[src/rtl/dfd_pkg.sv]
// shared types, constants and frame-check helpers for the display frame deframer
package dfd_pkg;

    // frame geometry
    localparam int unsigned FRAME_LEN  = 60;
    localparam int unsigned OFF_W      = 6;
    localparam logic [5:0]  FRAME_LAST = 6'd59;
    localparam logic [5:0]  SCAN_END   = 6'd60;
    localparam logic [5:0]  SUM_FIRST  = 6'd8;
    localparam logic [5:0]  SUM_EVEN_LAST = 6'd56;
    localparam logic [5:0]  SUM_ODD_FIRST = 6'd9;
    localparam logic [5:0]  SUM_ODD_LAST  = 6'd57;
    localparam logic [5:0]  EVEN_SUM_OFF  = 6'd58;
    localparam logic [5:0]  ODD_SUM_OFF   = 6'd59;
    localparam logic [5:0]  PAYLOAD_BASE  = 6'd9;
    localparam logic [3:0]  SECT_LAST_POS = 4'd13;
    localparam logic [1:0]  SECT_ICONS    = 2'd2;

    // result kinds
    localparam logic [1:0] KIND_PAYLOAD  = 2'd0;
    localparam logic [1:0] KIND_EVEN_ERR = 2'd1;
    localparam logic [1:0] KIND_ODD_ERR  = 2'd2;

    typedef logic [OFF_W-1:0] dfd_off_t;

    typedef enum logic [2:0] {
        ST_IDLE,
        ST_SCAN,
        ST_DECIDE,
        ST_EMIT_RD,
        ST_EMIT_LD
    } dfd_state_t;

    // request from the controller to the window memory
    typedef struct packed {
        logic     wr_en;
        dfd_off_t wr_off;
        logic     rd_en;
        dfd_off_t rd_off;
        logic     advance;
    } dfd_win_req_t;

    // expected byte at a checked offset
    typedef struct packed {
        logic       en;
        logic [7:0] val;
    } dfd_exp_t;

    function automatic dfd_exp_t expected_byte(input dfd_off_t off);
        dfd_exp_t e;
        e.en  = 1'b1;
        e.val = 8'h00;
        case (off)
            6'd0:    e.val = 8'h4d;
            6'd1:    e.val = 8'h50;
            6'd2:    e.val = 8'h53;
            6'd3:    e.val = 8'h45;
            6'd4:    e.val = 8'h4e;
            6'd5:    e.val = 8'h44;
            6'd8:    e.val = 8'hf0;
            6'd24:   e.val = 8'hf1;
            6'd40:   e.val = 8'hf2;
            6'd23:   e.val = 8'h00;
            6'd39:   e.val = 8'h00;
            6'd55:   e.val = 8'h00;
            default: e.en  = 1'b0;
        endcase
        return e;
    endfunction

endpackage

[src/rtl/dfd_ifs.sv]
// valid/ready channel interfaces for received bytes and deframed results
interface dfd_in_if;
    logic       valid;
    logic       ready;
    logic [7:0] rx_byte;

    modport source (output valid, output rx_byte, input ready);
    modport sink   (input valid, input rx_byte, output ready);
endinterface

interface dfd_out_if;
    logic       valid;
    logic       ready;
    logic [1:0] kind;
    logic [1:0] section;
    logic [3:0] position;
    logic [7:0] value;
    logic       last;

    modport source (output valid, output kind, output section, output position,
                    output value, output last, input ready);
    modport sink   (input valid, input kind, input section, input position,
                    input value, input last, output ready);
endinterface

[src/rtl/dfd_window.sv]
// circular 60-byte window memory with a head pointer and a registered read
module dfd_window (
    input  logic                 clk,
    input  logic                 rst_n,
    input  dfd_pkg::dfd_win_req_t req,
    input  logic [7:0]           wr_data,
    output logic [7:0]           rd_data
);

    logic [7:0]      mem [dfd_pkg::FRAME_LEN];
    dfd_pkg::dfd_off_t head_reg;
    dfd_pkg::dfd_off_t head_next;
    dfd_pkg::dfd_off_t wr_addr;
    dfd_pkg::dfd_off_t rd_addr;
    logic [7:0]      rd_data_reg;

    // head plus offset, wrapped into the 60 entries
    function automatic dfd_pkg::dfd_off_t wrap_addr(input dfd_pkg::dfd_off_t head,
                                                    input dfd_pkg::dfd_off_t off);
        logic [6:0] sum;
        sum = {1'b0, head} + {1'b0, off};
        if (sum >= 7'(dfd_pkg::FRAME_LEN))
        begin
            sum = sum - 7'(dfd_pkg::FRAME_LEN);
        end
        return sum[5:0];
    endfunction

    assign wr_addr = wrap_addr(head_reg, req.wr_off);
    assign rd_addr = wrap_addr(head_reg, req.rd_off);

    // dropping the oldest byte moves the head by one
    always_comb
    begin
        head_next = head_reg;
        if (req.advance)
        begin
            head_next = (head_reg == dfd_pkg::FRAME_LAST) ? '0 : head_reg + 6'd1;
        end
    end

    always_ff @(posedge clk or negedge rst_n)
    begin
        if (!rst_n)
        begin
            head_reg <= '0;
        end
        else
        begin
            head_reg <= head_next;
        end
    end

    // storage: one write and one registered read per cycle
    always_ff @(posedge clk)
    begin
        if (req.wr_en)
        begin
            mem[wr_addr] <= wr_data;
        end
        if (req.rd_en)
        begin
            rd_data_reg <= mem[rd_addr];
        end
    end

    assign rd_data = rd_data_reg;

endmodule

[src/rtl/dfd_ctrl.sv]
// sequencer: fills the window, scans it for header and checksums, emits results
module dfd_ctrl (
    input  logic                  clk,
    input  logic                  rst_n,
    dfd_in_if.sink                rx,
    dfd_out_if.source             result,
    output dfd_pkg::dfd_win_req_t win_req,
    input  logic [7:0]            rd_data
);

    dfd_pkg::dfd_state_t state_reg, state_next;
    dfd_pkg::dfd_off_t   fill_reg, fill_next;
    dfd_pkg::dfd_off_t   cnt_reg, cnt_next;
    logic                ok_reg, ok_next;
    logic [7:0]          ev_reg, ev_next;
    logic [7:0]          od_reg, od_next;
    logic [7:0]          b58_reg, b58_next;
    logic [7:0]          b59_reg, b59_next;
    logic [1:0]          sect_reg, sect_next;
    logic [3:0]          pos_reg, pos_next;

    logic                out_valid_reg, out_valid_next;
    logic [1:0]          out_kind_reg, out_kind_next;
    logic [1:0]          out_sect_reg, out_sect_next;
    logic [3:0]          out_pos_reg, out_pos_next;
    logic [7:0]          out_value_reg, out_value_next;
    logic                out_last_reg, out_last_next;

    logic                accept;
    logic                out_free;
    logic                csum_bad;
    logic                emit_last;
    dfd_pkg::dfd_off_t   scan_off;
    dfd_pkg::dfd_exp_t   exp_byte;

    assign accept    = rx.valid && rx.ready;
    assign out_free  = !out_valid_reg || result.ready;
    assign csum_bad  = (ev_reg != b58_reg) || (od_reg != b59_reg);
    assign emit_last = (sect_reg == dfd_pkg::SECT_ICONS) && (pos_reg == dfd_pkg::SECT_LAST_POS);
    assign scan_off  = cnt_reg - 6'd1;
    assign exp_byte  = dfd_pkg::expected_byte(scan_off);

    assign rx.ready        = (state_reg == dfd_pkg::ST_IDLE);
    assign result.valid    = out_valid_reg;
    assign result.kind     = out_kind_reg;
    assign result.section  = out_sect_reg;
    assign result.position = out_pos_reg;
    assign result.value    = out_value_reg;
    assign result.last     = out_last_reg;

    // next state
    always_comb
    begin
        state_next = state_reg;
        case (state_reg)
            dfd_pkg::ST_IDLE:
            begin
                if (accept && fill_reg == dfd_pkg::FRAME_LAST)
                begin
                    state_next = dfd_pkg::ST_SCAN;
                end
            end
            dfd_pkg::ST_SCAN:
            begin
                if (cnt_reg == dfd_pkg::SCAN_END)
                begin
                    state_next = dfd_pkg::ST_DECIDE;
                end
            end
            dfd_pkg::ST_DECIDE:
            begin
                if (!ok_reg)
                begin
                    state_next = dfd_pkg::ST_IDLE;
                end
                else if (csum_bad)
                begin
                    if (out_free)
                    begin
                        state_next = dfd_pkg::ST_IDLE;
                    end
                end
                else
                begin
                    state_next = dfd_pkg::ST_EMIT_RD;
                end
            end
            dfd_pkg::ST_EMIT_RD:
            begin
                state_next = dfd_pkg::ST_EMIT_LD;
            end
            dfd_pkg::ST_EMIT_LD:
            begin
                if (out_free)
                begin
                    state_next = emit_last ? dfd_pkg::ST_IDLE : dfd_pkg::ST_EMIT_RD;
                end
            end
            default:
            begin
                state_next = dfd_pkg::ST_IDLE;
            end
        endcase
    end

    // datapath, window requests and result register
    always_comb
    begin
        fill_next      = fill_reg;
        cnt_next       = cnt_reg;
        ok_next        = ok_reg;
        ev_next        = ev_reg;
        od_next        = od_reg;
        b58_next       = b58_reg;
        b59_next       = b59_reg;
        sect_next      = sect_reg;
        pos_next       = pos_reg;
        win_req        = '0;
        out_valid_next = out_valid_reg && !result.ready;
        out_kind_next  = out_kind_reg;
        out_sect_next  = out_sect_reg;
        out_pos_next   = out_pos_reg;
        out_value_next = out_value_reg;
        out_last_next  = out_last_reg;

        case (state_reg)
            dfd_pkg::ST_IDLE:
            begin
                // append the item at the tail of the window
                win_req.wr_off = fill_reg;
                if (accept)
                begin
                    win_req.wr_en = 1'b1;
                    fill_next     = fill_reg + 6'd1;
                    cnt_next      = '0;
                    ok_next       = 1'b1;
                    ev_next       = '0;
                    od_next       = '0;
                end
            end
            dfd_pkg::ST_SCAN:
            begin
                // read offset cnt, check the byte read in the cycle before
                win_req.rd_off = cnt_reg;
                win_req.rd_en  = (cnt_reg != dfd_pkg::SCAN_END);
                cnt_next       = cnt_reg + 6'd1;
                if (cnt_reg != '0)
                begin
                    if (exp_byte.en && rd_data != exp_byte.val)
                    begin
                        ok_next = 1'b0;
                    end
                    if (!scan_off[0] && scan_off >= dfd_pkg::SUM_FIRST &&
                        scan_off <= dfd_pkg::SUM_EVEN_LAST)
                    begin
                        ev_next = ev_reg ^ rd_data;
                    end
                    if (scan_off[0] && scan_off >= dfd_pkg::SUM_ODD_FIRST &&
                        scan_off <= dfd_pkg::SUM_ODD_LAST)
                    begin
                        od_next = od_reg ^ rd_data;
                    end
                    if (scan_off == dfd_pkg::EVEN_SUM_OFF)
                    begin
                        b58_next = rd_data;
                    end
                    if (scan_off == dfd_pkg::ODD_SUM_OFF)
                    begin
                        b59_next = rd_data;
                    end
                end
            end
            dfd_pkg::ST_DECIDE:
            begin
                if (!ok_reg)
                begin
                    // slide by one byte and wait for the next item
                    win_req.advance = 1'b1;
                    fill_next       = dfd_pkg::FRAME_LAST;
                end
                else if (csum_bad)
                begin
                    if (out_free)
                    begin
                        fill_next      = '0;
                        out_valid_next = 1'b1;
                        out_kind_next  = (ev_reg != b58_reg) ? dfd_pkg::KIND_EVEN_ERR
                                                             : dfd_pkg::KIND_ODD_ERR;
                        out_sect_next  = '0;
                        out_pos_next   = '0;
                        out_value_next = '0;
                        out_last_next  = 1'b1;
                    end
                end
                else
                begin
                    fill_next = '0;
                    sect_next = '0;
                    pos_next  = '0;
                end
            end
            dfd_pkg::ST_EMIT_RD:
            begin
                win_req.rd_en  = 1'b1;
                win_req.rd_off = dfd_pkg::PAYLOAD_BASE + {sect_reg, pos_reg};
            end
            dfd_pkg::ST_EMIT_LD:
            begin
                if (out_free)
                begin
                    out_valid_next = 1'b1;
                    out_kind_next  = dfd_pkg::KIND_PAYLOAD;
                    out_sect_next  = sect_reg;
                    out_pos_next   = pos_reg;
                    out_value_next = rd_data;
                    out_last_next  = emit_last;
                    if (pos_reg == dfd_pkg::SECT_LAST_POS)
                    begin
                        pos_next  = '0;
                        sect_next = sect_reg + 2'd1;
                    end
                    else
                    begin
                        pos_next = pos_reg + 4'd1;
                    end
                end
            end
            default:
            begin
                win_req = '0;
            end
        endcase
    end

    // control registers
    always_ff @(posedge clk or negedge rst_n)
    begin
        if (!rst_n)
        begin
            state_reg     <= dfd_pkg::ST_IDLE;
            fill_reg      <= '0;
            cnt_reg       <= '0;
            out_valid_reg <= 1'b0;
        end
        else
        begin
            state_reg     <= state_next;
            fill_reg      <= fill_next;
            cnt_reg       <= cnt_next;
            out_valid_reg <= out_valid_next;
        end
    end

    // payload registers
    always_ff @(posedge clk)
    begin
        ok_reg        <= ok_next;
        ev_reg        <= ev_next;
        od_reg        <= od_next;
        b58_reg       <= b58_next;
        b59_reg       <= b59_next;
        sect_reg      <= sect_next;
        pos_reg       <= pos_next;
        out_kind_reg  <= out_kind_next;
        out_sect_reg  <= out_sect_next;
        out_pos_reg   <= out_pos_next;
        out_value_reg <= out_value_next;
        out_last_reg  <= out_last_next;
    end

    // window never holds more than 59 bytes between items
    a_fill_range: assert property (@(posedge clk) disable iff (!rst_n)
        (state_reg == dfd_pkg::ST_IDLE) |-> (fill_reg <= dfd_pkg::FRAME_LAST))
        else $error("fill count out of range");

    // the item that completes the window starts a scan
    a_full_scans: assert property (@(posedge clk) disable iff (!rst_n)
        (accept && fill_reg == dfd_pkg::FRAME_LAST) |=> (state_reg == dfd_pkg::ST_SCAN))
        else $error("full window did not start a scan");

    // error results are always the final result of their item
    a_err_last: assert property (@(posedge clk) disable iff (!rst_n)
        (out_valid_reg && out_kind_reg != dfd_pkg::KIND_PAYLOAD) |-> out_last_reg)
        else $error("error result without last");

    // scan counter stays within the window plus one pipeline slot
    a_scan_cnt: assert property (@(posedge clk) disable iff (!rst_n)
        (state_reg == dfd_pkg::ST_SCAN) |-> (cnt_reg <= dfd_pkg::SCAN_END))
        else $error("scan counter overran");

endmodule

[src/rtl/display_frame_deframer.sv]
// top level of the display frame deframer
// Received bytes go into a 60-byte circular window held in one synchronous
// memory. While the window is filling, one item is taken per cycle. The item
// that completes the window starts a scan that reads all 60 entries through
// the single read port, one per cycle, checking the "MPSEND" header, the
// F0/F1/F2 markers, the zero bytes and both XOR checksums; no item is taken
// while the scan runs. On a header, marker or zero-byte mismatch the head
// pointer moves by one byte and the next item is taken, so while hunting for
// sync each item starts a new scan. A good frame then emits its 42 payload
// bytes, each read from the window and then loaded into the result register,
// and a stall on the result side holds the emission; a checksum error emits
// a single result. Results leave from a register, so the last result of a
// frame can wait while new items are taken.
module display_frame_deframer (
    input  logic      clk,
    input  logic      rst_n,
    dfd_in_if.sink    rx,
    dfd_out_if.source result
);

    dfd_pkg::dfd_win_req_t win_req;
    logic [7:0]            rd_data;

    dfd_ctrl u_ctrl (
        .clk     (clk),
        .rst_n   (rst_n),
        .rx      (rx),
        .result  (result),
        .win_req (win_req),
        .rd_data (rd_data)
    );

    dfd_window u_window (
        .clk     (clk),
        .rst_n   (rst_n),
        .req     (win_req),
        .wr_data (rx.rx_byte),
        .rd_data (rd_data)
    );

endmodule
[src/flat_wrapper.sv]
// flat-port wrapper written by rule: the top's interface ports become plain ports
module display_frame_deframer_flat 
  (clk, rst_n, rx_valid, rx_rx_byte, rx_ready, result_valid, result_kind, result_section, result_position, result_value, result_last, result_ready);
  dfd_in_if rx_i ();
  dfd_out_if result_i ();
  input  logic clk;
  input  logic rst_n;
  input wire logic [$bits(rx_i.valid)-1:0] rx_valid;
  input wire logic [$bits(rx_i.rx_byte)-1:0] rx_rx_byte;
  output wire logic [$bits(rx_i.ready)-1:0] rx_ready;
  output wire logic [$bits(result_i.valid)-1:0] result_valid;
  output wire logic [$bits(result_i.kind)-1:0] result_kind;
  output wire logic [$bits(result_i.section)-1:0] result_section;
  output wire logic [$bits(result_i.position)-1:0] result_position;
  output wire logic [$bits(result_i.value)-1:0] result_value;
  output wire logic [$bits(result_i.last)-1:0] result_last;
  input wire logic [$bits(result_i.ready)-1:0] result_ready;
  assign rx_i.valid = rx_valid;
  assign rx_i.rx_byte = rx_rx_byte;
  assign rx_ready = rx_i.ready;
  assign result_valid = result_i.valid;
  assign result_kind = result_i.kind;
  assign result_section = result_i.section;
  assign result_position = result_i.position;
  assign result_value = result_i.value;
  assign result_last = result_i.last;
  assign result_i.ready = result_ready;
  display_frame_deframer u_core (.clk(clk), .rst_n(rst_n), .rx(rx_i), .result(result_i));
endmodule
[config.mk]
export PLATFORM = sky130hd
export DESIGN_NAME = display_frame_deframer_flat
export DESIGN_NICKNAME = d
export VERILOG_FILES = /design/src/rtl/dfd_pkg.sv /design/src/rtl/dfd_ifs.sv /design/src/rtl/dfd_window.sv /design/src/rtl/dfd_ctrl.sv /design/src/rtl/display_frame_deframer.sv /design/src/flat_wrapper.sv
export SDC_FILE = /design/constraint.sdc
export NUM_CORES = 1
export LEC_CHECK = 0
export ABC_CLOCK_PERIOD_IN_PS = 6400
export BUFFER_PORTS_ARGS = -buffer_cell sky130_fd_sc_hd__buf_2
export CAP_MARGIN = 0
export CORE_ASPECT_RATIO = 1.4
export CORE_MARGIN = 2
export CORE_UTILIZATION = 64
export CTS_BUF_LIST = sky130_fd_sc_hd__clkbuf_8
export DETAILED_ROUTE_END_ITERATION = 8
export PLACE_DENSITY = 0.85
export SETUP_SLACK_MARGIN = 0.3
export SYNTH_ARGS = -nofsm -noshare
export SYNTH_HDL_FRONTEND = slang
export SYNTH_SLANG_ARGS = --single-unit
[constraint.sdc]
create_clock -name clk -period 6.4 [get_ports clk]
set_clock_uncertainty 0.15 [all_clocks]
set_input_delay 0.64 -clock clk [delete_from_list [all_inputs] [get_ports clk]]
set_output_delay 0.64 -clock clk [all_outputs]
set_load 0.01 [all_outputs]
* Word-level counts from Yosys, hierarchy flattened *
Memories as Yosys holds them, arrays and structs flattened. A register that Yosys moved wholly into a read port is not among the register bits.
Index checks and enable logic that the tools add are counted.
Widths: inputs -> output; s select.

storage, ports and cells
  RAM bits = 480
  output and inout port bits = 19
  bits in latches = 0
  memories kept = 1
  memory bits (read-only) = 0
  input port bits = 12
  logic and storage cells = 186
  register bits after elaboration = 78

memories
  name                 words  width  read ports  clocked after Yosys merged registers in  wr ports  RTL line          text
  u_core.u_window.mem  60     8      1           1                                        1         dfd_window.sv:10  logic [7:0] mem [dfd_pkg::FRAME_LEN];

cells by class
  shift-type cells = 0
  multiplexer cells = 77
  divide/modulo/power cells = 0
  equal/unequal tests = 40
  reductions and logical operators = 32
  add/subtract/negate cells = 11
  $mul = 0
  magnitude comparators = 6
  bitwise gates (word level) = 2

operators with widths
  cell                 number
  $mux 8               9
  $pmux 8 s9           1
  $eq 6x6->1 const B   8
  $mux 6               8
  $pmux 8 s2           3
  $mux 4               8
  $mux 2               13
  $ne 8x8->1           3
  $pmux 6 s2           2
  $ne 2x2->1 const B   11
  $reduce_and 4->1     5
  $add 6x1->6 const B  3
  $mux 3               6
  $mux 1               16
  $pmux 4 s2           2
  $xor 8x8->8          2
  $pmux 3 s5           1
  $add 6x6->7          2
  $ge 7x6->1 const B   2
  $pmux 7 s2           1
  $eq 6x2->1 const B   2
  $eq 6x3->1 const B   2
  $eq 6x5->1 const B   2
  $ge 6x4->1 const B   2
  30 further kinds     54

* Depth between registers and ports, before layout *
Gate-level depths: netlist of the first run.

  word-level depth = 8
  mapped depth = 20
  gate-level depth less buffers = 18

* Hierarchy *
Synthesis of the first run repeated with hierarchy kept, for this count alone.

second synthesis, totals
  cells, all modules = 1634
  area, all modules = 25319.3 µm²

by module, submodules not included
  module      cells an instance  instances  area each (µm²)
  dfd_window  1226               1          21191.6
  dfd_ctrl    408                1          4127.7

* Worst setup path before layout of the first run *
OpenSTA, ideal clock, no wires.

  kind = reg-to-reg
  from = reg u_core.u_ctrl.state_reg[2]
  to = mem u_core.u_window.mem[35][0] (enable)
  stages on the path, launching flop included = 15
  setup slack = 1.773 ns
  data arrival time = 4.107 ns
  setup time = 0.371 ns
  path through = dfrtp_1 > clkbuf_1 > nor3_1 > and2_1 > ha_1 > a21o_1 > a21oi_1 > xnor2_1 > ha_1 > a22o_1 > a31oi_4 > mux2_2 > or3_1 > clkbuf_1 > nor2_1

between the ends
  longest elaborated chain between the ends = 6
  elaborated cells on any way between the ends = 10

ends and longest elaborated chain
  element                                              RTL line            text
  from (decl)                                          dfd_ctrl.sv:11      dfd_pkg::dfd_state_t state_reg, state_next;
  from (signal assigned)                               dfd_ctrl.sv:240     state_reg <= dfd_pkg::ST_IDLE;
  from (signal assigned)                               dfd_ctrl.sv:247     state_reg <= state_next;
  $logic_not 3->1 (*)                                  dfd_ctrl.sv:43      assign rx.ready = (state_reg == dfd_pkg::ST_IDLE);
  net rx_ready                                         flat_wrapper.sv:10  output wire logic [$bits(rx_i.ready)-1:0] rx_ready;
  $logic_and 1x1->1                                    dfd_ctrl.sv:36      assign accept = rx.valid && rx.ready;
  $mux 1                                               dfd_ctrl.sv:131     if (accept)
  $mux 7 (*)                                           dfd_ctrl.sv:126     case (state_reg)
  branches (longest 2 deep; another with $add 6x6->7)  --
  to (decl)                                            dfd_window.sv:10

Mark *: on every way through the listed nets, which the timed path passes.

* Worst setup path in the final report of the first run *
  from = reg u_core.u_ctrl.state_reg[1]
  to = reg u_core.u_window.rd_data_reg[2] (netlist: u_core.u_window.rd_data[2]) (read register of u_core.u_window.mem) (data pin)

between the ends
  longest elaborated chain between the ends = 5
  elaborated cells on any way between the ends = 7

ends and longest elaborated chain
  element                                           RTL line                            text
  $eq 3x2->1 / $eq 3x1->1 (equally long branches)   dfd_ctrl.sv:126
  $pmux 7 s2 (*)                                    dfd_ctrl.sv:126
  $add 6x6->7                                       dfd_window.sv:21                    sum = {1'b0, head} + {1'b0, off};
  $sub 6x6->6 / $ge 7x6->1 (equally long branches)  dfd_window.sv:24, dfd_window.sv:22
  $mux 6                                            dfd_window.sv:22                    if (sum >= 7'(dfd_pkg::FRAME_LEN))
  to (decl)                                         dfd_window.sv:15                    logic [7:0] rd_data_reg;

Mark *: on every way between the ends. The rest lies on a longest branch, timed or not.
A chain may end at the register's enable or synchronous reset.

==> impl_metrics.sql, run 1 <==
INSERT INTO impl_metrics (metric_group, metric, value, unit) VALUES
('routing', 'routed_wl', '57.2', 'mm'),
('power', 'post-layout-total-power', '12.8', 'mW'),
('synthesis', 'syn_inst', '1563', ''),
('global_route', 'grt_antenna_before_repair', '0', ''),
('floorplanning', 'design.core.area', '38300', 'µm²'),
('timing', 'layout_setup_ws', '769', 'ps'),
('timing', 'final.min_clock_period', '5630', 'ps'),
('timing', 'timing.slew.headroom', '0.168', ''),
('clock_tree', 'clock_sink_count', '566', ''),
('clock_tree', 'clockBufferDepth', '3', ''),
('clock_tree', 'cts_root_buffer', 'clkbuf_8', ''),
('synthesis', 'synthesis.area_per_instance', '15.8', 'µm²'),
('synthesis', 'synth-seq-area-share', '0.684', ''),
('timing', 'setup-tns-final', '0', 'ps'),
('routing', 'detail_route.iter0.violations', '1837', ''),
('synthesis', 'mappedNetlistArea', '24700', 'µm²'),
('synthesis', 'async_reset_ff_frac', '0.0389', ''),
('finish', 'area_added_between_synthesis_and_finish', '8.33', '%'),
('placement', 'gp_congestion', '0.909', ''),
('routing', 'avgViaCountPerCell', '6.70', ''),
('global_route', 'globalRoute.totalOverflow', '0', ''),
('synthesis', 'ys_seq_elements', '566', ''),
('clock_tree', 'clk_latency', '670', 'ps'),
('finish', 'share_of_layout_cells_above_drive_strength_1', '0.175', ''),
('job', 'max-cap-violations', '0', ''),
('finish', 'layout_common_cells', '544 x edfxtp_1, 162 x nand2_1, 150 x nor2_1, 120 x mux4_2, 85 x clkbuf_8', ''),
('placement', 'pre_cts_slack', '918', 'ps'),
('power', 'pwr_density_cell', '479', 'nW/µm²'),
('hold_path', 'path_class_of_the_lowest_slack_min_delay_path', 'input port to register', ''),
('global_route', 'first_global_vias', '14600', ''),
('finish', 'register_ranked_first_by_flip_flop_count', 'u_core.u_window.mem', ''),
('timing', 'final_min_period_over_clock_period', '0.880', ''),
('finish', 'nNetsFinal', '1657', ''),
('setup_path', 'endpoint_kind', 'register', ''),
('routing', 'avgRoutedWirePerCell', '26.5', 'µm'),
('placement', 'place_hpwl', '37.3', 'mm'),
('timing', 'worst_pin_slew', '1250', 'ps'),
('routing', 'route.detailed.drc', '0', ''),
('setup_path', 'critical_path_arrival', '5860', 'ps'),
('outcome', 'status', 'finished, final reports clean', ''),
('setup_path', 'crit_fanout', '16', ''),
('timing', 'setup-violations-final', '0', ''),
('routing', 'firstDrtPassIters', '6', ''),
('finish', 'flip_flop_count_of_the_largest_register_after_layout', '480', ''),
('floorplanning', 'boundaryPins', '31', ''),
('floorplanning', 'die_x', '170', 'µm'),
('setup_path', 'crit_required', '6630', 'ps'),
('floorplanning', 'fp.dieH', '236', 'µm'),
('synthesis', 'synth_enable_flop_cells', '544', ''),
('timing', 'hold_viol', '0', ''),
('finish', 'antenna_cells', '0', ''),
('floorplanning', 'placement_rows', '85', ''),
('setup_path', 'timing_worst_setup_path_type', 'register to register', ''),
('global_route', 'largest_net_degree_at_the_start_of_global_routing', '121', ''),
('clock_tree', 'numCtsBuffers', '82', ''),
('placement', 'numPortBuffers', '30', ''),
('global_route', 'grt_pass1_wl', '86.5', 'mm'),
('setup_path', 'start_kind', 'register', ''),
('synthesis', 'ys_top_cells_by_area', 'edfxtp_1 66%, mux4_2 11%, nand2_1 2.5%', ''),
('power', 'power.leakage', '8.93', 'nW'),
('timing', 'achievable-frequency', '0.178', 'GHz'),
('global_route', 'globalRouteTotalUtil', '0.294', ''),
('synthesis', 'synth_flop_cell', 'edfxtp_1', ''),
('synthesis', 'yosys.area.top_type_share', '0.662', ''),
('floorplanning', 'die-area', '40200', 'µm²'),
('routing', 'dr_total_vias', '14500', ''),
('synthesis', 'synth.largest_area_cell', 'edfxtp_1', ''),
('clock_tree', 'tritoncts', 'done', ''),
('timing', 'maxSlewViolCount', '0', ''),
('floorplanning', 'initial_core_utilization', '0.645', ''),
('synthesis', 'synth_fp_nets', '1602', ''),
('synthesis', 'yosys.cell_types.count', '71', ''),
('finish', 'fin_util', '0.698', ''),
('routing', 'antenna_violating_nets_post_route', '0', ''),
('power', 'worst_ir_drop_on_vdd', '0.000486', 'V'),
('clock_tree', 'clk_pin_slew', '60', 'ps'),
('finish', 'layout_commonest_cell', 'edfxtp_1', ''),
('timing', 'grt_setup_unrepaired', 'false', ''),
('synthesis', 'synth.yosys.warnings', '0', ''),
('clock_tree', 'clock_tree.htree_level_count', '3', '');
[worst max-delay path: stages (launching register included)]
cell and delay, ps:
dfrtp_1 520, clkinv_1 270, mux2i_1 170, nor2_1 180, ha_4 170, inv_1 60, fa_4 480, xor2_1 500
inv_1 130, ha_1 270, nand3b_1 200, o31ai_1 150, a31oi_1 290, mux2i_2 960, nand3_1 350, a22oi_1 340
o211ai_1 150
[routing by layer]
metal  part of all wire  wire length (µm)  track usage  up-vias
met5                  0                 0            0        -
met4              0.061              3470        0.168        0
met3              0.075              4270       0.0565      192
met2               0.52             29600        0.496      802
met1               0.35             19900        0.354     7207
li1                   -                 -            -     6263
[final timing paths]
check	endpoint	from	cells after the start	slack [ps]
hold / removal	u_core.u_ctrl.result.valid	result_ready	4	270
setup reg to reg	u_core.u_window.rd_data[2]	u_core.u_ctrl.state_reg[1]	16	770
hold reg to reg	u_core.u_ctrl.fill_reg[0]	u_core.u_ctrl.fill_reg[0]	1	420
max in group asynchronous	u_core.u_ctrl.fill_reg[0]	rst_n	2	5390
setup / recovery	u_core.u_window.rd_data[2]	u_core.u_ctrl.state_reg[1]	16	770
min in group asynchronous	u_core.u_ctrl.fill_reg[5]	rst_n	2	340
[cell usage after synthesis (4+ instances only)]
| cell type | n |
|---|---|
| buf_4 | 6 |
| o21a_1 | 4 |
| nor3_1 | 13 |
| nor2_1 | 150 |
| mux2_2 | 4 |
| ha_1 | 25 |
| o2111ai_1 | 4 |
| a21o_1 | 6 |
| o21ai_0 | 37 |
| or2_2 | 4 |
| a32oi_1 | 4 |
| and3_1 | 15 |
| a211oi_1 | 7 |
| dfrtp_1 | 22 |
| or3_1 | 6 |
| clkbuf_1 | 29 |
| nor2b_1 | 4 |
| inv_1 | 17 |
| a311o_1 | 7 |
| nand2b_1 | 6 |
| o21ai_1 | 5 |
| buf_2 | 35 |
| nor4_1 | 10 |
| a21oi_1 | 39 |
| xor2_1 | 19 |
| a32o_1 | 5 |
| nand3_1 | 48 |
| o211ai_1 | 4 |
| nand4_1 | 20 |
| xnor2_1 | 37 |
| edfxtp_1 | 544 |
| nand2_1 | 162 |
| mux4_2 | 120 |
| a211o_1 | 9 |
| a22o_1 | 5 |
| and2_1 | 16 |
| o22ai_1 | 13 |
| mux2i_1 | 20 |
| o221ai_1 | 6 |
| a31oi_1 | 20 |
| a221oi_1 | 7 |
[per-stage QoR]
| step | hold slack [ps] | instances | instance area, µm² |
|---|---|---|---|
| detailed placement | 406 | 2011 | 25200 |
| finish | 265 | 2159 | 26700 |
| CTS | 220 | 2159 | 26700 |
| floorplan | 194 | 1563 | 24700 |
| global placement | 388 | 2011 | 25200 |
| global route | 253 | 2159 | 26700 |
[kinds of logic (layout without fill, tap and decap cells)]
kind of cell,Yosys count,count (layout),share of synthesized area
mux,147,147,0.121
fa+ha+maj,27,27,0.0143
buf+inv,96,214,0.0182
xor+xnor,57,57,0.0210
compound gates,205,205,0.0574
simple gates,465,465,0.0838
flops,566,566,0.684
[layout make-up]
cell class	count	area, µm²
Clock buffer	85	1170
Clock inverter	62	330
Fill cell	2339	11500
Inverter	20	75.1
Multi-Input combinational cell	901	7380
Sequential cell	566	16900
Tap cell	478	598
Timing Repair Buffer	47	293
[power by group]
group | switching [mW] | leakage, nW | internal, mW
sequential | 0.244 | 5.21 | 4.39
combinational | 3.21 | 2.88 | 2.28
clock | 1.35 | 0.836 | 1.32
[repair_timing]
action                                 CTS  global route
hold buffers                             1             0
endpoints found under the hold margin   22             0
setup buffers                            0             0
resized for setup                        0             0
(Power assumes the default switching activity.)
==> inputs of run 2 (changes only) <==
CORE_ASPECT_RATIO = 0.5   (was 1.4)
CORE_UTILIZATION = 55   (was 64)
MAX_ROUTING_LAYER = met4   (was default)
PLACE_DENSITY = 0.75   (was 0.85)
==> run 2 against run 1 <==
Net effect: sequential cell count unchanged; register-to-register slack got worse by 20 ps; combinational power rose by 3%; non-clock buffer count increased by 7; die area grew 16%; largest cell class unchanged; critical endpoint is now u_core.u_window.rd_data[5]; via count rose by 0.44%; largest power group unchanged; cell count grew 5.0%; fmax fell by 0.33%.
==> impl_metrics.sql, run 2 (same netlist as run 1, synthesis figures left out) <==
INSERT INTO impl_metrics (metric_group, metric, value, unit) VALUES
('setup_path', 'crit_path_start', 'u_core.u_ctrl.state_reg[1]', ''),
('finish', 'instances_no_fill', '2267', ''),
('placement', 'placement.cell_area', '25400', 'µm²'),
('global_route', 'largest_net_degree_at_the_start_of_global_routing', '61', ''),
('power', 'power.leakage', '8.94', 'nW'),
('routing', 'route.detailed.drc', '0', ''),
('timing', 'setup-tns-final', '0', 'ps'),
('floorplanning', 'design.core.area', '43900', 'µm²'),
('floorplanning', 'boundaryPins', '31', ''),
('power', 'worst_ir_drop_on_vdd', '0.000266', 'V'),
('global_route', 'globalRouteTotalUtil', '0.268', ''),
('global_route', 'grt_antenna_before_repair', '1', ''),
('finish', 'area_added_between_synthesis_and_finish', '8.96', '%'),
('routing', 'dr_total_vias', '14500', ''),
('timing', 'hold_viol', '0', ''),
('floorplanning', 'initial_core_utilization', '0.562', ''),
('clock_tree', 'clock_tree.htree_level_count', '3', ''),
('placement', 'gp_congestion', '0.969', ''),
('clock_tree', 'numCtsBuffers', '79', ''),
('job', 'max-cap-violations', '0', ''),
('routing', 'detail_route.iter0.violations', '1835', ''),
('hold_path', 'path_class_of_the_lowest_slack_min_delay_path', 'input port to register', ''),
('global_route', 'globalRoute.totalOverflow', '0', ''),
('power', 'pwr_density_cell', '483', 'nW/µm²'),
('floorplanning', 'die-area', '46700', 'µm²'),
('power', 'post-layout-total-power', '13.0', 'mW'),
('global_route', 'first_global_vias', '14200', ''),
('timing', 'setup-violations-final', '0', ''),
('timing', 'timing.slew.headroom', '0.132', ''),
('clock_tree', 'clockBufferDepth', '3', ''),
('routing', 'routed_wl', '59.1', 'mm'),
('timing', 'final_min_period_over_clock_period', '0.883', ''),
('timing', 'grt_setup_unrepaired', 'false', ''),
('timing', 'final.min_clock_period', '5650', 'ps'),
('finish', 'antenna_cells', '0', ''),
('placement', 'dp.cells', '2128', ''),
('setup_path', 'crit_fanout', '16', ''),
('timing', 'maxSlewViolCount', '0', ''),
('timing', 'worst_pin_slew', '1300', 'ps'),
('setup_path', 'timing.reg2reg.worst_path_depth', '17', ''),
('setup_path', 'crit_chain', 'clkinv_1 -> mux2i_1 -> nor2_1 -> ha_4 -> inv_1 -> fa_4 -> xor2_1 -> inv_1 -> ha_1 -> nand3b_1 -> o31ai_1 -> a31oi_1 -> mux2i_2 -> and2_1 -> o311a_1 -> a32oi_1 -> nand2_1', ''),
('finish', 'share_of_layout_cells_above_drive_strength_1', '0.174', ''),
('timing', 'layout_setup_ws', '750', 'ps'),
('setup_path', 'critical_path.endpoint', 'u_core.u_window.rd_data[5]', ''),
('setup_path', 'timing_worst_setup_path_type', 'register to register', ''),
('placement', 'pre_cts_slack', '867', 'ps'),
('routing', 'avgRoutedWirePerCell', '26.1', 'µm'),
('finish', 'fin_util', '0.612', ''),
('setup_path', 'r2r_slack', '750', 'ps'),
('setup_path', 'timing.critical_path.slowest_cell_delay', '790', 'ps'),
('routing', 'firstDrtPassIters', '6', ''),
('timing', 'timing.hold.ws', '259', 'ps'),
('clock_tree', 'clk_latency', '650', 'ps'),
('finish', 'layout_commonest_cell', 'edfxtp_1', ''),
('finish', 'layout_common_cells', '544 x edfxtp_1, 162 x nand2_1, 150 x nor2_1, 120 x mux4_2, 83 x clkbuf_8', ''),
('finish', 'layout.cell_area.non_filler', '26900', 'µm²'),
('setup_path', 'critical-path-slowest-cell', 'mux2i_2', ''),
('setup_path', 'critical_path_arrival', '6020', 'ps'),
('floorplanning', 'fp.dieH', '154', 'µm'),
('routing', 'avgViaCountPerCell', '6.41', ''),
('finish', 'nNetsFinal', '1661', ''),
('finish', 'register_ranked_first_by_flip_flop_count', 'u_core.u_window.mem', ''),
('floorplanning', 'placement_rows', '54', ''),
('setup_path', 'rr_endpoint', 'u_core.u_window.rd_data[5]', ''),
('placement', 'place_hpwl', '38.2', 'mm'),
('floorplanning', 'die_x', '304', 'µm'),
('clock_tree', 'clk_pin_slew', '80', 'ps'),
('outcome', 'status', 'finished, final reports clean', ''),
('clock_tree', 'tritoncts', 'done', ''),
('finish', 'flip_flop_count_of_the_largest_register_after_layout', '480', ''),
('clock_tree', 'cts-resized-gates', '0', ''),
('setup_path', 'worstReg2RegStart', 'u_core.u_ctrl.state_reg[1]', ''),
('setup_path', 'start_kind', 'register', ''),
('global_route', 'grt_pass1_wl', '89.5', 'mm'),
('timing', 'achievable-frequency', '0.177', 'GHz'),
('routing', 'antenna_violating_nets_post_route', '0', ''),
('setup_path', 'crit_required', '6770', 'ps'),
('clock_tree', 'cts_root_buffer', 'clkbuf_8', ''),
('setup_path', 'endpoint_kind', 'register', ''),
('placement', 'numPortBuffers', '30', ''),
('setup_path', 'critical_path.most_common_cell', 'inv_1', ''),
('clock_tree', 'clock_sink_count', '566', '');
[run 2: per-layer routing]
layer / wire [µm] / GRT usage / vias up
met4: 1410 / 0.0747 / 0
met5: 0 / - / -
li1: - / - / 6275
met1: 25200 / 0.394 / 7425
met3: 6040 / 0.0617 / 98
met2: 26400 / 0.380 / 730
[run 2: worst min-delay path by stage]
stage / from / endpoint / slack [ps] / depth (start not counted)
6_report: result_ready / u_core.u_ctrl.state_reg[2] / 260 / 4
5_1_grt: result_ready / u_core.u_ctrl.state_reg[2] / 240 / 4
4_1_cts: result_ready / u_core.u_ctrl.state_reg[2] / 200 / 4
3_5_place_dp: u_core.u_ctrl.sect_reg[0] / u_core.u_ctrl.sect_reg[0] / 400 / 1
3_3_place_gp: u_core.u_ctrl.fill_reg[5] / u_core.u_ctrl.fill_reg[5] / 390 / 2
2_1_floorplan: rst_n / u_core.u_ctrl.cnt_reg[0] / 190 / 0
[run 2: power breakdown]
group	switching, mW	internal, mW	total [mW]
Clock	1.34	1.32	2.66
Combinational	3.34	2.33	5.67
Sequential	0.258	4.39	4.65
[run 2: layout make-up]
type / instances / area (µm²)
Clock buffer: 83 / 1140
Sequential cell: 566 / 16900
Inverter: 20 / 75.1
Fill cell: 3120 / 17000
Timing Repair Buffer: 54 / 358
Multi-Input combinational cell: 901 / 7380
Tap cell: 588 / 736
Clock inverter: 55 / 310
[run 2: what timing repair did]
item	in CTS	in global routing
hold endpoints to repair	22	0
hold buffers	1	0
buffers inserted	0	0
[run 2: critical path, delay by kind of cell, from the launching register on]
family                     cells  cell delay (ps)
adders and majority gates      3             1100
muxes                          2              960
and+or+nand+nor                4              950
AOI/OAI and AO/OA              4              780
xor gates and xnor gates       1              590
DFF                            1              520
buffers and inverters          3              460
==> inputs of run 3 (changes only) <==
BUFFER_PORTS_ARGS = -buffer_cell sky130_fd_sc_hd__buf_4   (was -buffer_cell sky130_fd_sc_hd__buf_2)
CAP_MARGIN = default   (was 0)
CTS_CLUSTER_DIAMETER = 40   (was default)
==> run 3 against run 2 <==
Net effect: register-to-register slack improved by 100 ps; critical endpoint is now u_core.u_window.rd_data[7]; count of clock-buffer cells in the layout decreased by 3; cell count decreased by 0.31%; largest cell class unchanged; largest power group unchanged; highest routed layer unchanged.
==> impl_metrics.sql, run 3 (same netlist as run 1, synthesis figures left out) <==
INSERT INTO impl_metrics (metric_group, metric, value, unit) VALUES
('outcome', 'status', 'finished, final reports clean', ''),
('timing', 'hold_viol', '0', ''),
('routing', 'detail_route.iter0.violations', '1754', ''),
('clock_tree', 'cts_root_buffer', 'clkbuf_8', ''),
('power', 'power.internal', '7.97', 'mW'),
('routing', 'antenna_violating_nets_post_route', '0', ''),
('finish', 'layout_commonest_cell', 'edfxtp_1', ''),
('clock_tree', 'clockBufferDepth', '3', ''),
('finish', 'share_of_layout_cells_above_drive_strength_1', '0.173', ''),
('power', 'pwr_density_cell', '477', 'nW/µm²'),
('power', 'worst_ir_drop_on_vdd', '0.000342', 'V'),
('floorplanning', 'boundaryPins', '31', ''),
('setup_path', 'timing_worst_setup_path_type', 'register to register', ''),
('finish', 'area_added_between_synthesis_and_finish', '8.97', '%'),
('setup_path', 'critPathTopFamily', 'multiplexers', ''),
('clock_tree', 'clock_sink_count', '566', ''),
('global_route', 'first_global_vias', '14000', ''),
('hold_path', 'min_path_cells', '4', ''),
('setup_path', 'endpoint_kind', 'register', ''),
('floorplanning', 'placement_rows', '54', ''),
('setup_path', 'rr_endpoint', 'u_core.u_window.rd_data[7]', ''),
('finish', 'multi_input_area', '7380', 'µm²'),
('floorplanning', 'design.core.area', '43900', 'µm²'),
('clock_tree', 'numCtsBuffers', '78', ''),
('setup_path', 'start_kind', 'register', ''),
('setup_path', 'critical_path_arrival', '5770', 'ps'),
('power', 'sequentialPowerShare', '0.362', ''),
('timing', 'setup-tns-final', '0', 'ps'),
('clock_tree', 'tritoncts', 'done', ''),
('timing', 'maxSlewViolCount', '0', ''),
('timing', 'timing.slew.headroom', '0.260', ''),
('clock_tree', 'clk_latency', '640', 'ps'),
('power', 'sw_share', '0.379', ''),
('global_route', 'grt_pass1_wl', '86.4', 'mm'),
('power', 'power.share.clock', '0.201', ''),
('finish', 'seqCellArea', '16900', 'µm²'),
('finish', 'register_ranked_first_by_flip_flop_count', 'u_core.u_window.mem', ''),
('clock_tree', 'clk_pin_slew', '60', 'ps'),
('routing', 'firstDrtPassIters', '7', ''),
('floorplanning', 'fp.dieH', '154', 'µm'),
('routing', 'route.detailed.drc', '0', ''),
('routing', 'avgViaCountPerCell', '6.36', ''),
('timing', 'setup-violations-final', '0', ''),
('power', 'power.leakage', '8.95', 'nW'),
('finish', 'flip_flop_count_of_the_largest_register_after_layout', '480', ''),
('timing', 'final.min_clock_period', '5550', 'ps'),
('power', 'netSwitchingPower', '4.87', 'mW'),
('setup_path', 'critical-path-slowest-cell', 'mux2i_2', ''),
('placement', 'gp_congestion', '1.02', ''),
('setup_path', 'timing.reg2reg.worst_path_depth', '16', ''),
('hold_path', 'worstHoldEndpoint', 'u_core.u_ctrl.state_reg[2]', ''),
('hold_path', 'hold_path_startpoint', 'result_ready', ''),
('clock_tree', 'clock_tree.htree_level_count', '3', ''),
('setup_path', 'worstReg2RegStart', 'u_core.u_ctrl.state_reg[1]', ''),
('setup_path', 'crit_required', '6620', 'ps'),
('finish', 'layout_common_cells', '544 x edfxtp_1, 162 x nand2_1, 150 x nor2_1, 120 x mux4_2, 80 x clkbuf_8', ''),
('timing', 'worst_pin_slew', '1090', 'ps'),
('timing', 'timing.hold.ws', '258', 'ps'),
('global_route', 'globalRouteTotalUtil', '0.259', ''),
('routing', 'routed_wl', '57.3', 'mm'),
('global_route', 'largest_net_degree_at_the_start_of_global_routing', '61', ''),
('placement', 'numPortBuffers', '30', ''),
('routing', 'avgRoutedWirePerCell', '25.4', 'µm'),
('timing', 'grt_setup_unrepaired', 'false', ''),
('floorplanning', 'die-area', '46700', 'µm²'),
('routing', 'dr_total_vias', '14400', ''),
('power', 'power.share.combinational', '0.437', ''),
('setup_path', 'crit_chain', 'clkinv_1 -> mux2i_1 -> nor2_1 -> ha_4 -> inv_1 -> fa_4 -> xor2_1 -> inv_1 -> ha_1 -> nand3b_1 -> o31ai_1 -> a31oi_1 -> mux2i_2 -> nor2_1 -> a31oi_1 -> nand4_1', ''),
('setup_path', 'crit_fanout', '16', ''),
('setup_path', 'r2r_slack', '850', 'ps'),
('floorplanning', 'die_x', '304', 'µm'),
('finish', 'antenna_cells', '0', ''),
('global_route', 'globalRoute.totalOverflow', '0', ''),
('timing', 'final_min_period_over_clock_period', '0.867', ''),
('setup_path', 'critical_path.n_buffers_inverters', '3', ''),
('clock_tree', 'post-cts-setup-buffer-count', '0', ''),
('floorplanning', 'initial_core_utilization', '0.562', ''),
('setup_path', 'timing.critical_path.slowest_cell_delay', '950', 'ps'),
('hold_path', 'path_class_of_the_lowest_slack_min_delay_path', 'input port to register', ''),
('finish', 'nNetsFinal', '1655', ''),
('timing', 'achievable-frequency', '0.180', 'GHz'),
('job', 'max-cap-violations', '0', ''),
('global_route', 'grt_antenna_before_repair', '0', ''),
('finish', 'nFillCells', '3144', ''),
('placement', 'place_hpwl', '37.0', 'mm');
[run 3: what timing repair did]
action,4_1_cts,5_1_grt
resized for setup,0,0
hold endpoints to repair,22,0
endpoints found under the setup margin,0,0
hold buffers,1,0
[run 3: power by group through the flow]
stage	Clock [mW]	Combinational (mW)	Sequential (mW)
2_1_floorplan	0	4.01	4.60
3_3_place_gp	0	5.52	4.71
3_5_place_dp	0	5.58	4.72
4_1_cts	2.62	5.60	4.65
5_1_grt	2.78	6.01	4.67
6_report	2.59	5.61	4.65
[run 3: area by class of cell]
type / instances / area share
well taps: 588 / 0.0274
inverters: 20 / 0.00279
flip-flops and latches: 566 / 0.628
clock buffers: 80 / 0.0409
clock inverters: 56 / 0.0118
multi-input cells: 901 / 0.275
repair buffers: 49 / 0.0147
[run 3: per-layer routing]
layer / track usage / share of wire / up-vias
li1: - / - / 6261
met1: 0.373 / 0.42 / 7158
met2: 0.369 / 0.45 / 854
met3: 0.0682 / 0.11 / 96
met4: 0.0684 / 0.020 / 0
met5: - / 0 / -
[run 3: how the worst max path moves through the flow]
stage / from / to / cells past startpoint / slack (ps)
final: u_core.u_ctrl.state_reg[1] / u_core.u_window.rd_data[7] / 16 / 850
after global routing: u_core.u_ctrl.state_reg[1] / u_core.u_window.rd_data[0] / 16 / 490
after CTS: u_core.u_ctrl.state_reg[1] / u_core.u_window.rd_data[0] / 16 / 1020
after detailed placement: u_core.u_ctrl.state_reg[1] / u_core.u_window.rd_data[0] / 16 / 1060
after global placement: u_core.u_ctrl.state_reg[1] / u_core.u_window.rd_data[5] / 17 / 1140
after floorplan: u_core.u_ctrl.state_reg[2] / u_core.u_window.mem[35][0] / 14 / 1770
[run 3: worst register-to-register path, stage by stage (launching register included)]
cell      delay (ps)
dfrtp_1          520
clkinv_1         280
mux2i_1          180
nor2_1           180
ha_4             170
inv_1             60
fa_4             480
xor2_1           540
inv_1            140
ha_1             240
nand3b_1         180
o31ai_1          160
a31oi_1          330
mux2i_2          950
nor2_1           330
a31oi_1          280
nand4_1          110
[run 3: metrics by stage]
step                      area, µm²  setup slack [ps]  utilization  std cells  total power [mW]
final                         26900               854        0.612       2260              12.8
after CTS                     26900              1020        0.612       2260              12.9
after floorplan               24700              1770            -       1563              8.61
after detailed placement      25500              1060        0.580       2123              10.3
after global routing          26900               493        0.612       2260              13.5
after global placement        25500              1140        0.580       2123              10.2
